$ cat src/sv/record_framer_crc32_macros.svh
// assertion macros for the record framer
`ifndef RECORD_FRAMER_CRC32_MACROS_SVH
`define RECORD_FRAMER_CRC32_MACROS_SVH

// implication checked on every rising clock edge outside reset
`define RFC32_ASSERT_IMP(label, ante, cons) \
    label: assert property (@(posedge i_clk) disable iff (!i_rst_n) (ante) |-> (cons)) \
        else $error("record framer implication check failed");

// condition that must never hold outside reset
`define RFC32_ASSERT_NEVER(label, cond) \
    label: assert property (@(posedge i_clk) disable iff (!i_rst_n) !(cond)) \
        else $error("record framer forbidden condition seen");

`endif

$ cat src/sv/rfc32_pkg.sv
// types, constants and the crc step for the record framer
`timescale 1ns / 1ps

package rfc32_pkg;

    localparam int HEADER_BYTES = 44;
    localparam int LEN_BYTES    = 4;
    localparam int CRC_BYTES    = 4;
    localparam int FRAME_BITS   = 8 * (LEN_BYTES + HEADER_BYTES);
    localparam int QUEUE_DEPTH  = 2;
    localparam int QUEUE_AW     = $clog2(QUEUE_DEPTH);

    localparam logic [31:0] CRC_POLY = 32'hEDB8_8320;
    localparam logic [31:0] CRC_ONES = 32'hFFFF_FFFF;

    typedef struct packed {
        logic               start_req;
        logic [63:0]        seq_number;
        logic [15:0]        record_type;
        logic [15:0]        codec_id;
        logic signed [63:0] concept_num;
        logic signed [63:0] concept_den;
        logic signed [63:0] clock_num;
        logic signed [63:0] clock_den;
        logic [23:0]        payload_length;
        logic [7:0]         data_byte;
    } t_in_item;

    typedef struct packed {
        logic [7:0] out_byte;
        logic       last_of_run;
        logic       record_end;
    } t_out_item;

    typedef struct packed {
        logic                  is_start;
        logic                  go_crc;
        logic [FRAME_BITS-1:0] frame;
    } t_cmd;

    typedef struct packed {
        logic full;
        logic empty;
    } t_q_status;

    function automatic logic [31:0] crc_byte(input logic [31:0] c, input logic [7:0] b);
        logic [31:0] v;
        v = c ^ {24'd0, b};
        for (int k = 0; k < 8; k++) begin
            v = v[0] ? (CRC_POLY ^ (v >> 1)) : (v >> 1);
        end
        return v;
    endfunction

endpackage

$ cat src/sv/rfc32_in_if.sv
// input channel: start and payload transactions
`timescale 1ns / 1ps

interface rfc32_in_if;
    import rfc32_pkg::*;

    logic     valid;
    logic     ready;
    t_in_item data;

    modport source (output valid, output data, input ready);
    modport sink   (input valid, input data, output ready);
endinterface

$ cat src/sv/rfc32_out_if.sv
// output channel: one framed byte per transaction
`timescale 1ns / 1ps

interface rfc32_out_if;
    import rfc32_pkg::*;

    logic      valid;
    logic      ready;
    t_out_item data;

    modport source (output valid, output data, input ready);
    modport sink   (input valid, input data, output ready);
endinterface

$ cat src/sv/rfc32_front.sv
// front end: accepts transactions, tracks the open record, issues commands
`timescale 1ns / 1ps

module rfc32_front #(
    parameter int LENGTH_BITS = 24
) (
    input  logic                 i_clk,
    input  logic                 i_rst_n,
    rfc32_in_if.sink             i_in,
    input  rfc32_pkg::t_q_status i_q_status,
    output logic                 o_push,
    output rfc32_pkg::t_cmd      o_cmd
);
    import rfc32_pkg::*;

    localparam int LW = (LENGTH_BITS < 24) ? LENGTH_BITS : 24;

    logic          r_open;
    logic [LW-1:0] r_left;
    logic          n_open;
    logic [LW-1:0] n_left;
    logic          w_accept;
    logic [LW-1:0] w_plen;
    logic [31:0]   w_body;
    logic          w_last;

    assign i_in.ready = !i_q_status.full;
    assign w_accept   = i_in.valid && i_in.ready;
    assign w_plen     = i_in.data.payload_length[LW-1:0];
    assign w_body     = 32'(HEADER_BYTES) + 32'(w_plen);
    assign w_last     = (r_left == LW'(1));

    always_comb begin
        n_open       = r_open;
        n_left       = r_left;
        o_push       = 1'b0;
        o_cmd.is_start = i_in.data.start_req;
        o_cmd.go_crc   = 1'b0;
        o_cmd.frame    = {{(FRAME_BITS - 8){1'b0}}, i_in.data.data_byte};
        if (w_accept) begin
            if (i_in.data.start_req) begin
                o_push       = 1'b1;
                o_cmd.go_crc = (w_plen == '0);
                o_cmd.frame  = {i_in.data.clock_den, i_in.data.clock_num,
                                i_in.data.concept_den, i_in.data.concept_num,
                                i_in.data.codec_id, i_in.data.record_type,
                                i_in.data.seq_number, w_body};
                n_open       = (w_plen != '0);
                n_left       = w_plen;
            end else if (r_open) begin
                o_push       = 1'b1;
                o_cmd.go_crc = w_last;
                n_left       = r_left - LW'(1);
                if (w_last) begin
                    n_open = 1'b0;
                end
            end
        end
    end

    always_ff @(posedge i_clk) begin
        if (!i_rst_n) begin
            r_open <= 1'b0;
            r_left <= '0;
        end else begin
            r_open <= n_open;
            r_left <= n_left;
        end
    end

endmodule

$ cat src/sv/rfc32_queue.sv
// two-entry command queue between front and back end
`timescale 1ns / 1ps

module rfc32_queue (
    input  logic                 i_clk,
    input  logic                 i_rst_n,
    input  logic                 i_push,
    input  rfc32_pkg::t_cmd      i_cmd,
    input  logic                 i_pop,
    output rfc32_pkg::t_cmd      o_cmd,
    output rfc32_pkg::t_q_status o_status
);
    import rfc32_pkg::*;

    t_cmd                r_mem [QUEUE_DEPTH];
    logic [QUEUE_AW-1:0] r_wp;
    logic [QUEUE_AW-1:0] r_rp;
    logic [QUEUE_AW:0]   r_cnt;

    assign o_cmd          = r_mem[r_rp];
    assign o_status.full  = (r_cnt == (QUEUE_AW + 1)'(QUEUE_DEPTH));
    assign o_status.empty = (r_cnt == '0);

    always_ff @(posedge i_clk) begin
        if (i_push) begin
            r_mem[r_wp] <= i_cmd;
        end
    end

    always_ff @(posedge i_clk) begin
        if (!i_rst_n) begin
            r_wp  <= '0;
            r_rp  <= '0;
            r_cnt <= '0;
        end else begin
            if (i_push) begin
                r_wp <= r_wp + QUEUE_AW'(1);
            end
            if (i_pop) begin
                r_rp <= r_rp + QUEUE_AW'(1);
            end
            r_cnt <= r_cnt + (QUEUE_AW + 1)'(i_push) - (QUEUE_AW + 1)'(i_pop);
        end
    end

endmodule

$ cat src/sv/rfc32_back.sv
// back end: byte serialiser, crc engine and output register
`timescale 1ns / 1ps

module rfc32_back (
    input  logic                 i_clk,
    input  logic                 i_rst_n,
    input  rfc32_pkg::t_cmd      i_cmd,
    input  rfc32_pkg::t_q_status i_q_status,
    output logic                 o_pop,
    rfc32_out_if.source          o_out
);
    import rfc32_pkg::*;

    localparam logic [1:0] PH_LEN  = 2'd0;
    localparam logic [1:0] PH_BODY = 2'd1;
    localparam logic [1:0] PH_CRC  = 2'd2;

    logic                  r_act,   n_act;
    logic [1:0]            r_phase, n_phase;
    logic [5:0]            r_left,  n_left;
    logic [FRAME_BITS-1:0] r_shift, n_shift;
    logic [31:0]           r_crc,   n_crc;
    logic                  r_go_crc, n_go_crc;
    logic                  r_ov,    n_ov;
    t_out_item             r_out,   n_out;

    logic        w_can_adv;
    logic        w_step;
    logic        w_at_end;
    logic        w_run_end;
    logic        w_fin;
    logic [31:0] w_crc_body;
    t_out_item   w_item;

    assign o_out.valid = r_ov;
    assign o_out.data  = r_out;

    always_comb begin
        w_can_adv  = !r_ov || o_out.ready;
        w_step     = r_act && w_can_adv;
        w_at_end   = (r_left == 6'd1);
        w_crc_body = crc_byte(r_crc, r_shift[7:0]);
        w_run_end  = w_at_end && ((r_phase == PH_CRC) || ((r_phase == PH_BODY) && !r_go_crc));
        w_fin      = w_step && w_run_end;
        o_pop      = !i_q_status.empty && (!r_act || w_fin);

        w_item.out_byte    = r_shift[7:0];
        w_item.last_of_run = w_run_end;
        w_item.record_end  = w_at_end && (r_phase == PH_CRC);

        n_act    = r_act;
        n_phase  = r_phase;
        n_left   = r_left;
        n_shift  = r_shift;
        n_crc    = r_crc;
        n_go_crc = r_go_crc;
        n_ov     = r_ov;
        n_out    = r_out;

        if (w_step) begin
            n_shift = r_shift >> 8;
            n_left  = r_left - 6'd1;
            unique case (r_phase)
                PH_LEN: begin
                    if (w_at_end) begin
                        n_phase = PH_BODY;
                        n_left  = 6'(HEADER_BYTES);
                    end
                end
                PH_BODY: begin
                    n_crc = w_crc_body;
                    if (w_at_end) begin
                        if (r_go_crc) begin
                            n_phase = PH_CRC;
                            n_left  = 6'(CRC_BYTES);
                            n_shift = {{(FRAME_BITS - 32){1'b0}}, ~w_crc_body};
                        end else begin
                            n_act = 1'b0;
                        end
                    end
                end
                PH_CRC: begin
                    if (w_at_end) begin
                        n_act = 1'b0;
                        n_crc = CRC_ONES;
                    end
                end
                default: begin
                    n_act = 1'b0;
                end
            endcase
        end

        if (o_pop) begin
            n_act    = 1'b1;
            n_shift  = i_cmd.frame;
            n_go_crc = i_cmd.go_crc;
            if (i_cmd.is_start) begin
                n_phase = PH_LEN;
                n_left  = 6'(LEN_BYTES);
                n_crc   = CRC_ONES;
            end else begin
                n_phase = PH_BODY;
                n_left  = 6'd1;
            end
        end

        if (w_can_adv) begin
            n_ov  = w_step;
            n_out = w_item;
        end
    end

    always_ff @(posedge i_clk) begin
        if (!i_rst_n) begin
            r_act    <= 1'b0;
            r_phase  <= PH_LEN;
            r_left   <= '0;
            r_crc    <= CRC_ONES;
            r_go_crc <= 1'b0;
            r_ov     <= 1'b0;
        end else begin
            r_act    <= n_act;
            r_phase  <= n_phase;
            r_left   <= n_left;
            r_crc    <= n_crc;
            r_go_crc <= n_go_crc;
            r_ov     <= n_ov;
        end
    end

    always_ff @(posedge i_clk) begin
        r_shift <= n_shift;
        r_out   <= n_out;
    end

endmodule

$ cat src/sv/record_framer_crc32.sv
// top level: length-prefixed record framer with crc-32 trailer
// output: one byte per cycle unless o_out.ready is low, via queue, shift and output registers
// a start transaction gives 48 bytes (52 with an empty payload), a payload byte 1 (5 if last)
// payload transactions are taken one per cycle while the two-entry command queue has room;
// start transactions hold the input via its back pressure while the serialiser walks the header
// synchronous active-low reset: no record open, queue empty, crc all ones, output idle
`timescale 1ns / 1ps
`include "record_framer_crc32_macros.svh"

module record_framer_crc32 #(
    parameter int LENGTH_BITS = 24
) (
    input  logic         i_clk,
    input  logic         i_rst_n,
    rfc32_in_if.sink     i_in,
    rfc32_out_if.source  o_out
);
    import rfc32_pkg::*;

    logic      w_push;
    logic      w_pop;
    t_cmd      w_cmd_in;
    t_cmd      w_cmd_out;
    t_q_status w_q_status;

    rfc32_front #(
        .LENGTH_BITS (LENGTH_BITS)
    ) u_front (
        .i_clk      (i_clk),
        .i_rst_n    (i_rst_n),
        .i_in       (i_in),
        .i_q_status (w_q_status),
        .o_push     (w_push),
        .o_cmd      (w_cmd_in)
    );

    rfc32_queue u_queue (
        .i_clk    (i_clk),
        .i_rst_n  (i_rst_n),
        .i_push   (w_push),
        .i_cmd    (w_cmd_in),
        .i_pop    (w_pop),
        .o_cmd    (w_cmd_out),
        .o_status (w_q_status)
    );

    rfc32_back u_back (
        .i_clk      (i_clk),
        .i_rst_n    (i_rst_n),
        .i_cmd      (w_cmd_out),
        .i_q_status (w_q_status),
        .o_pop      (w_pop),
        .o_out      (o_out)
    );

    `RFC32_ASSERT_NEVER(a_no_push_when_full, w_push && w_q_status.full)
    `RFC32_ASSERT_NEVER(a_no_pop_when_empty, w_pop && w_q_status.empty)
    `RFC32_ASSERT_IMP(a_end_is_last, o_out.valid && o_out.data.record_end, o_out.data.last_of_run)

endmodule
$ cat src/flat_wrapper.sv
// flat-port wrapper written by rule: the top's interface ports become plain ports
module record_framer_crc32_flat import rfc32_pkg::*;
#(
    parameter int LENGTH_BITS = 24
)
  (i_clk, i_rst_n, i_in_valid, i_in_data, i_in_ready, o_out_valid, o_out_data, o_out_ready);
  rfc32_in_if i_in_i ();
  rfc32_out_if o_out_i ();
  input  logic i_clk;
  input  logic i_rst_n;
  input wire logic [$bits(i_in_i.valid)-1:0] i_in_valid;
  input wire logic [$bits(i_in_i.data)-1:0] i_in_data;
  output wire logic [$bits(i_in_i.ready)-1:0] i_in_ready;
  output wire logic [$bits(o_out_i.valid)-1:0] o_out_valid;
  output wire logic [$bits(o_out_i.data)-1:0] o_out_data;
  input wire logic [$bits(o_out_i.ready)-1:0] o_out_ready;
  assign i_in_i.valid = i_in_valid;
  assign i_in_i.data = i_in_data;
  assign i_in_ready = i_in_i.ready;
  assign o_out_valid = o_out_i.valid;
  assign o_out_data = o_out_i.data;
  assign o_out_i.ready = o_out_ready;
  record_framer_crc32 #(.LENGTH_BITS(LENGTH_BITS)) u_core (.i_clk(i_clk), .i_rst_n(i_rst_n), .i_in(i_in_i), .o_out(o_out_i));
endmodule
$ cat config.mk
export PLATFORM = sky130hd
export DESIGN_NAME = record_framer_crc32_flat
export DESIGN_NICKNAME = d
export VERILOG_FILES = /design/src/sv/rfc32_pkg.sv /design/src/sv/rfc32_in_if.sv /design/src/sv/rfc32_out_if.sv /design/src/sv/rfc32_front.sv /design/src/sv/rfc32_queue.sv /design/src/sv/rfc32_back.sv /design/src/sv/record_framer_crc32.sv /design/src/flat_wrapper.sv
export VERILOG_INCLUDE_DIRS = /design/src /design/src/sv
export SDC_FILE = /design/constraint.sdc
export NUM_CORES = 2
export LEC_CHECK = 0
export ABC_AREA = 1
export BUFFER_PORTS_ARGS = -buffer_cell sky130_fd_sc_hd__buf_2
export CAP_MARGIN = 20
export CORE_AREA = 8 8 421 320
export DETAILED_ROUTE_END_ITERATION = 16
export DIE_AREA = 0 0 429 328
export GPL_TIMING_DRIVEN = 0
export PLACE_DENSITY = 0.62
export SLEW_MARGIN = 0
export SYNTH_ARGS = -nofsm -noshare
export SYNTH_HDL_FRONTEND = slang
export SYNTH_SLANG_ARGS = --single-unit
$ cat constraint.sdc
create_clock -name i_clk -period 44.2 [get_ports i_clk]
set_input_delay 6.63 -clock i_clk [delete_from_list [all_inputs] [get_ports i_clk]]
set_output_delay 6.63 -clock i_clk [all_outputs]
set_load 0.01 [all_outputs]
==> impl_metrics.yaml <==
layout:
  finalNetCount: 5603
  layout-drive-gt1-share_pct: 18.9
  design_area_mm2: 0.0622
  mostFrequentLayoutCell: "nand2_1"
  layout_common_cells: "nand2_1, edfxtp_1, nor2_1"
  syn_to_final_growth_pct: 16.7
  n_fill_cell: 11500
sta:
  finalSetupViolCount: 0
  rsz0062_at_grt: "false"
  fmax_mhz: 101
  hold_violations: 0
  slew_headroom_pct: 26.5
  maxSlewViolCount: 0
  hold-worst-slack_ns: 0.463
  fin_tns_setup_ns: 0
  layout_worst_path_cycle_share_pct: 22.5
  clock_skew_ns: 0.0334
  fin_crit_ns: 9.94
  worstMarginPinSlew_ns: 1.10
job:
  maxCapViolCount: 0
yosys:
  synth_top_cell_by_area: "edfxtp_1"
  synth.distinct_cells: 40
  ys_ff_latch: 1225
  syn_area_mm2: 0.0533
  synth_area_leaders: "edfxtp_1, nand2_1, a21o_1"
  synthesis.nets: 5045
  yosys_warnings: 0
  synth-seq-area-share_pct: 67.6
  synth-async-reset-ratio_pct: 0
  synth.top_cell.area_share_pct: 64.9
  synth_edf_count: 1152
  synth_cells: 4645
  syn_area_per_cell_um2: 11.5
  synth_flop_cell: "edfxtp_1"
route:
  postRouteAntennaNets: 0
  routed_wl_um: 143000
  wl_per_cell_um: 20.4
  avgViaCountPerCell: 5.09
  dr_total_vias: 35600
  drcViolationCount: 0
  dr.pass1.iters: 5
  drtIter0Drc: 3064
worst_hold_path:
  hold_path.class: "reg2reg"
  hp-start: "u_core.u_queue.r_rp"
  hold_path_end: "u_core.u_queue.r_rp"
  hold_depth: 1
worst_setup_path:
  endpoint_kind: "register"
  r2r_end: "u_core.u_queue.r_mem[0][160]"
  ff2ff_setup_slack_ns: 40.22
  reg2reg_depth: 12
  worstPathRequired_ns: 44.62
  worstPathArrival_ns: 10.37
  rr_startpoint: "u_core.u_queue.r_cnt[0]"
  cp_max_fo: 29
  crit_type: "in2reg"
  start_kind: "primary input"
floorplanning:
  start_util_pct: 41.7
  ios: 401
  core_region_area_mm2: 0.128
  die-width_um: 429
  placementRows: 114
  die_area_mm2: 0.141
  die_h_um: 328
cts:
  htree_levels: 3
  clk_pin_slew_worst_paths_ns: 0.06
  cts_sinks: 1225
  hold_buffers: 0
  cts_buffers: 120
  cts_tree: "done"
  cts_setup_buffers: 0
  ctsResizeCount: 0
  root_buffer: "clkbuf_16"
  worstSkewPairLatency_ns: 0.74
  ctsLongestPathBuffers: 3
place:
  io_buffers: 399
  post-dp-hpwl_um: 101000
  place_congestion: 0.901
  post_dp_cell_area_mm2: 0.0582
power:
  p_per_area_mw_per_mm2: 71.6
  ir_drop_mv: 0.0508
  p_leak_uw: 0.0247
grt:
  grt_pass1_vias: 34900
  grt_overflow: 0
  antenna_found_initial: 21
  grt_pass1_wl_um: 213000
  grt_start_max_net_pins: 96
  globalRouteTotalUtil_pct: 19.6
status:
  status: "completed"
worst max-delay path, stage by stage:
cell      delay, ns
buf_2          0.10
buf_2          0.28
clkinv_1       0.32
a21oi_2        0.48
inv_1          0.24
clkbuf_1       0.38
nor2_4         0.71
buf_12         0.28
buf_12         0.22
buf_16         0.19
buf_12         0.21
buf_12         0.23
power by group:
part	switching (uW)	internal [uW]	leakage, uW	total, uW
sequential	105	1730	0.0116	1830
clock	443	598	0.00192	1040
combinational	1060	524	0.0112	1580
synth_stat cells, drive strengths merged, types with 2 or more instances:
library cell     n
o21ai           77
nor4             8
a21oi          435
a211oi           6
clkbuf         190
o211ai          15
nand3           67
ha              11
nor2           427
clkinv           3
dfxtp           73
nand2         1511
xnor2           23
a31oi            5
nand3b           3
buf             89
o21a             2
nand4           12
edfxtp        1152
nor3            18
a21o           344
inv            119
xor2            49
and2             2
layer usage:
metal  share of wire, %  GRT usage, %  wire, um  vias up
met4                2.9          6.54      4190        4
li1                   -             -         -    17100
met5              0.011             0        15        -
met1                 45          26.6     63500    17400
met2                 48          32.0     67800      952
met3                5.0          3.19      7160      229
worst max-delay path by stage:
stage                    from                      endpoint  cells after the start
2_1_floorplan  i_in_data[384]    u_core.u_queue.r_mem[1][0]                      6
3_5_place_dp   i_in_data[384]  u_core.u_queue.r_mem[0][141]                     12
4_1_cts        i_in_data[384]  u_core.u_queue.r_mem[0][142]                     12
5_1_grt        i_in_data[384]  u_core.u_queue.r_mem[0][134]                     12
3_3_place_gp   i_in_data[384]  u_core.u_queue.r_mem[0][141]                      7
6_report       i_in_data[384]  u_core.u_queue.r_mem[0][160]                     12
logic make-up after synthesis:
family / Yosys count / share of synthesized area (%)
buffers and inverters: 401 / 3.81
flip-flops: 1225 / 67.6
AND/OR/NAND/NOR: 2050 / 14.9
adder cells (fa/ha/maj): 11 / 0.258
AO/OA/AOI/OAI: 886 / 12.1
XOR/XNOR: 72 / 1.28
flip-flops by register name, summed over array words and instances (netlist names), named ones only:
register and flops:
u_core.u_queue.r_cnt 2, u_core.u_back.r_go_crc 1, u_core.u_back.o_out.valid 1, u_core.u_back.r_crc 32
u_core.u_back.r_phase 2, u_core.u_back.o_out.data 10, u_core.u_queue.r_wp 1, u_core.u_front.r_open 1
u_core.u_back.r_shift 384, u_core.u_queue.r_rp 1, u_core.u_front.r_left 24, u_core.u_back.r_left 6
u_core.u_queue.r_mem 758, u_core.u_back.r_act 1
cell type report:
class	instances	area, um^2	share of cell area (%)
inverter	122	458	0.736
multi-input combinational	3019	15200	24.5
tap	1682	2100	3.38
clock inverter	73	796	1.28
clock buffer	153	3190	5.13
antenna	10	25.0	0.0402
sequential	1225	36100	57.9
timing repair buffer	436	2780	4.47
buffer	279	1580	2.53
through the flow:
stage / util [%] / power (uW) / std cells / setup WS, ns
after floorplan: - / 2980 / 4645 / 19.79
after global routing: 48.6 / 4690 / 6996 / 34.07
final: 48.6 / 4450 / 6999 / 34.26
after detailed placement: 45.5 / 3430 / 6763 / 33.51
after CTS: 48.6 / 4480 / 6989 / 34.32
after global placement: 44.9 / 3550 / 6726 / 7.75
Power figures use the tool's default switching activity.
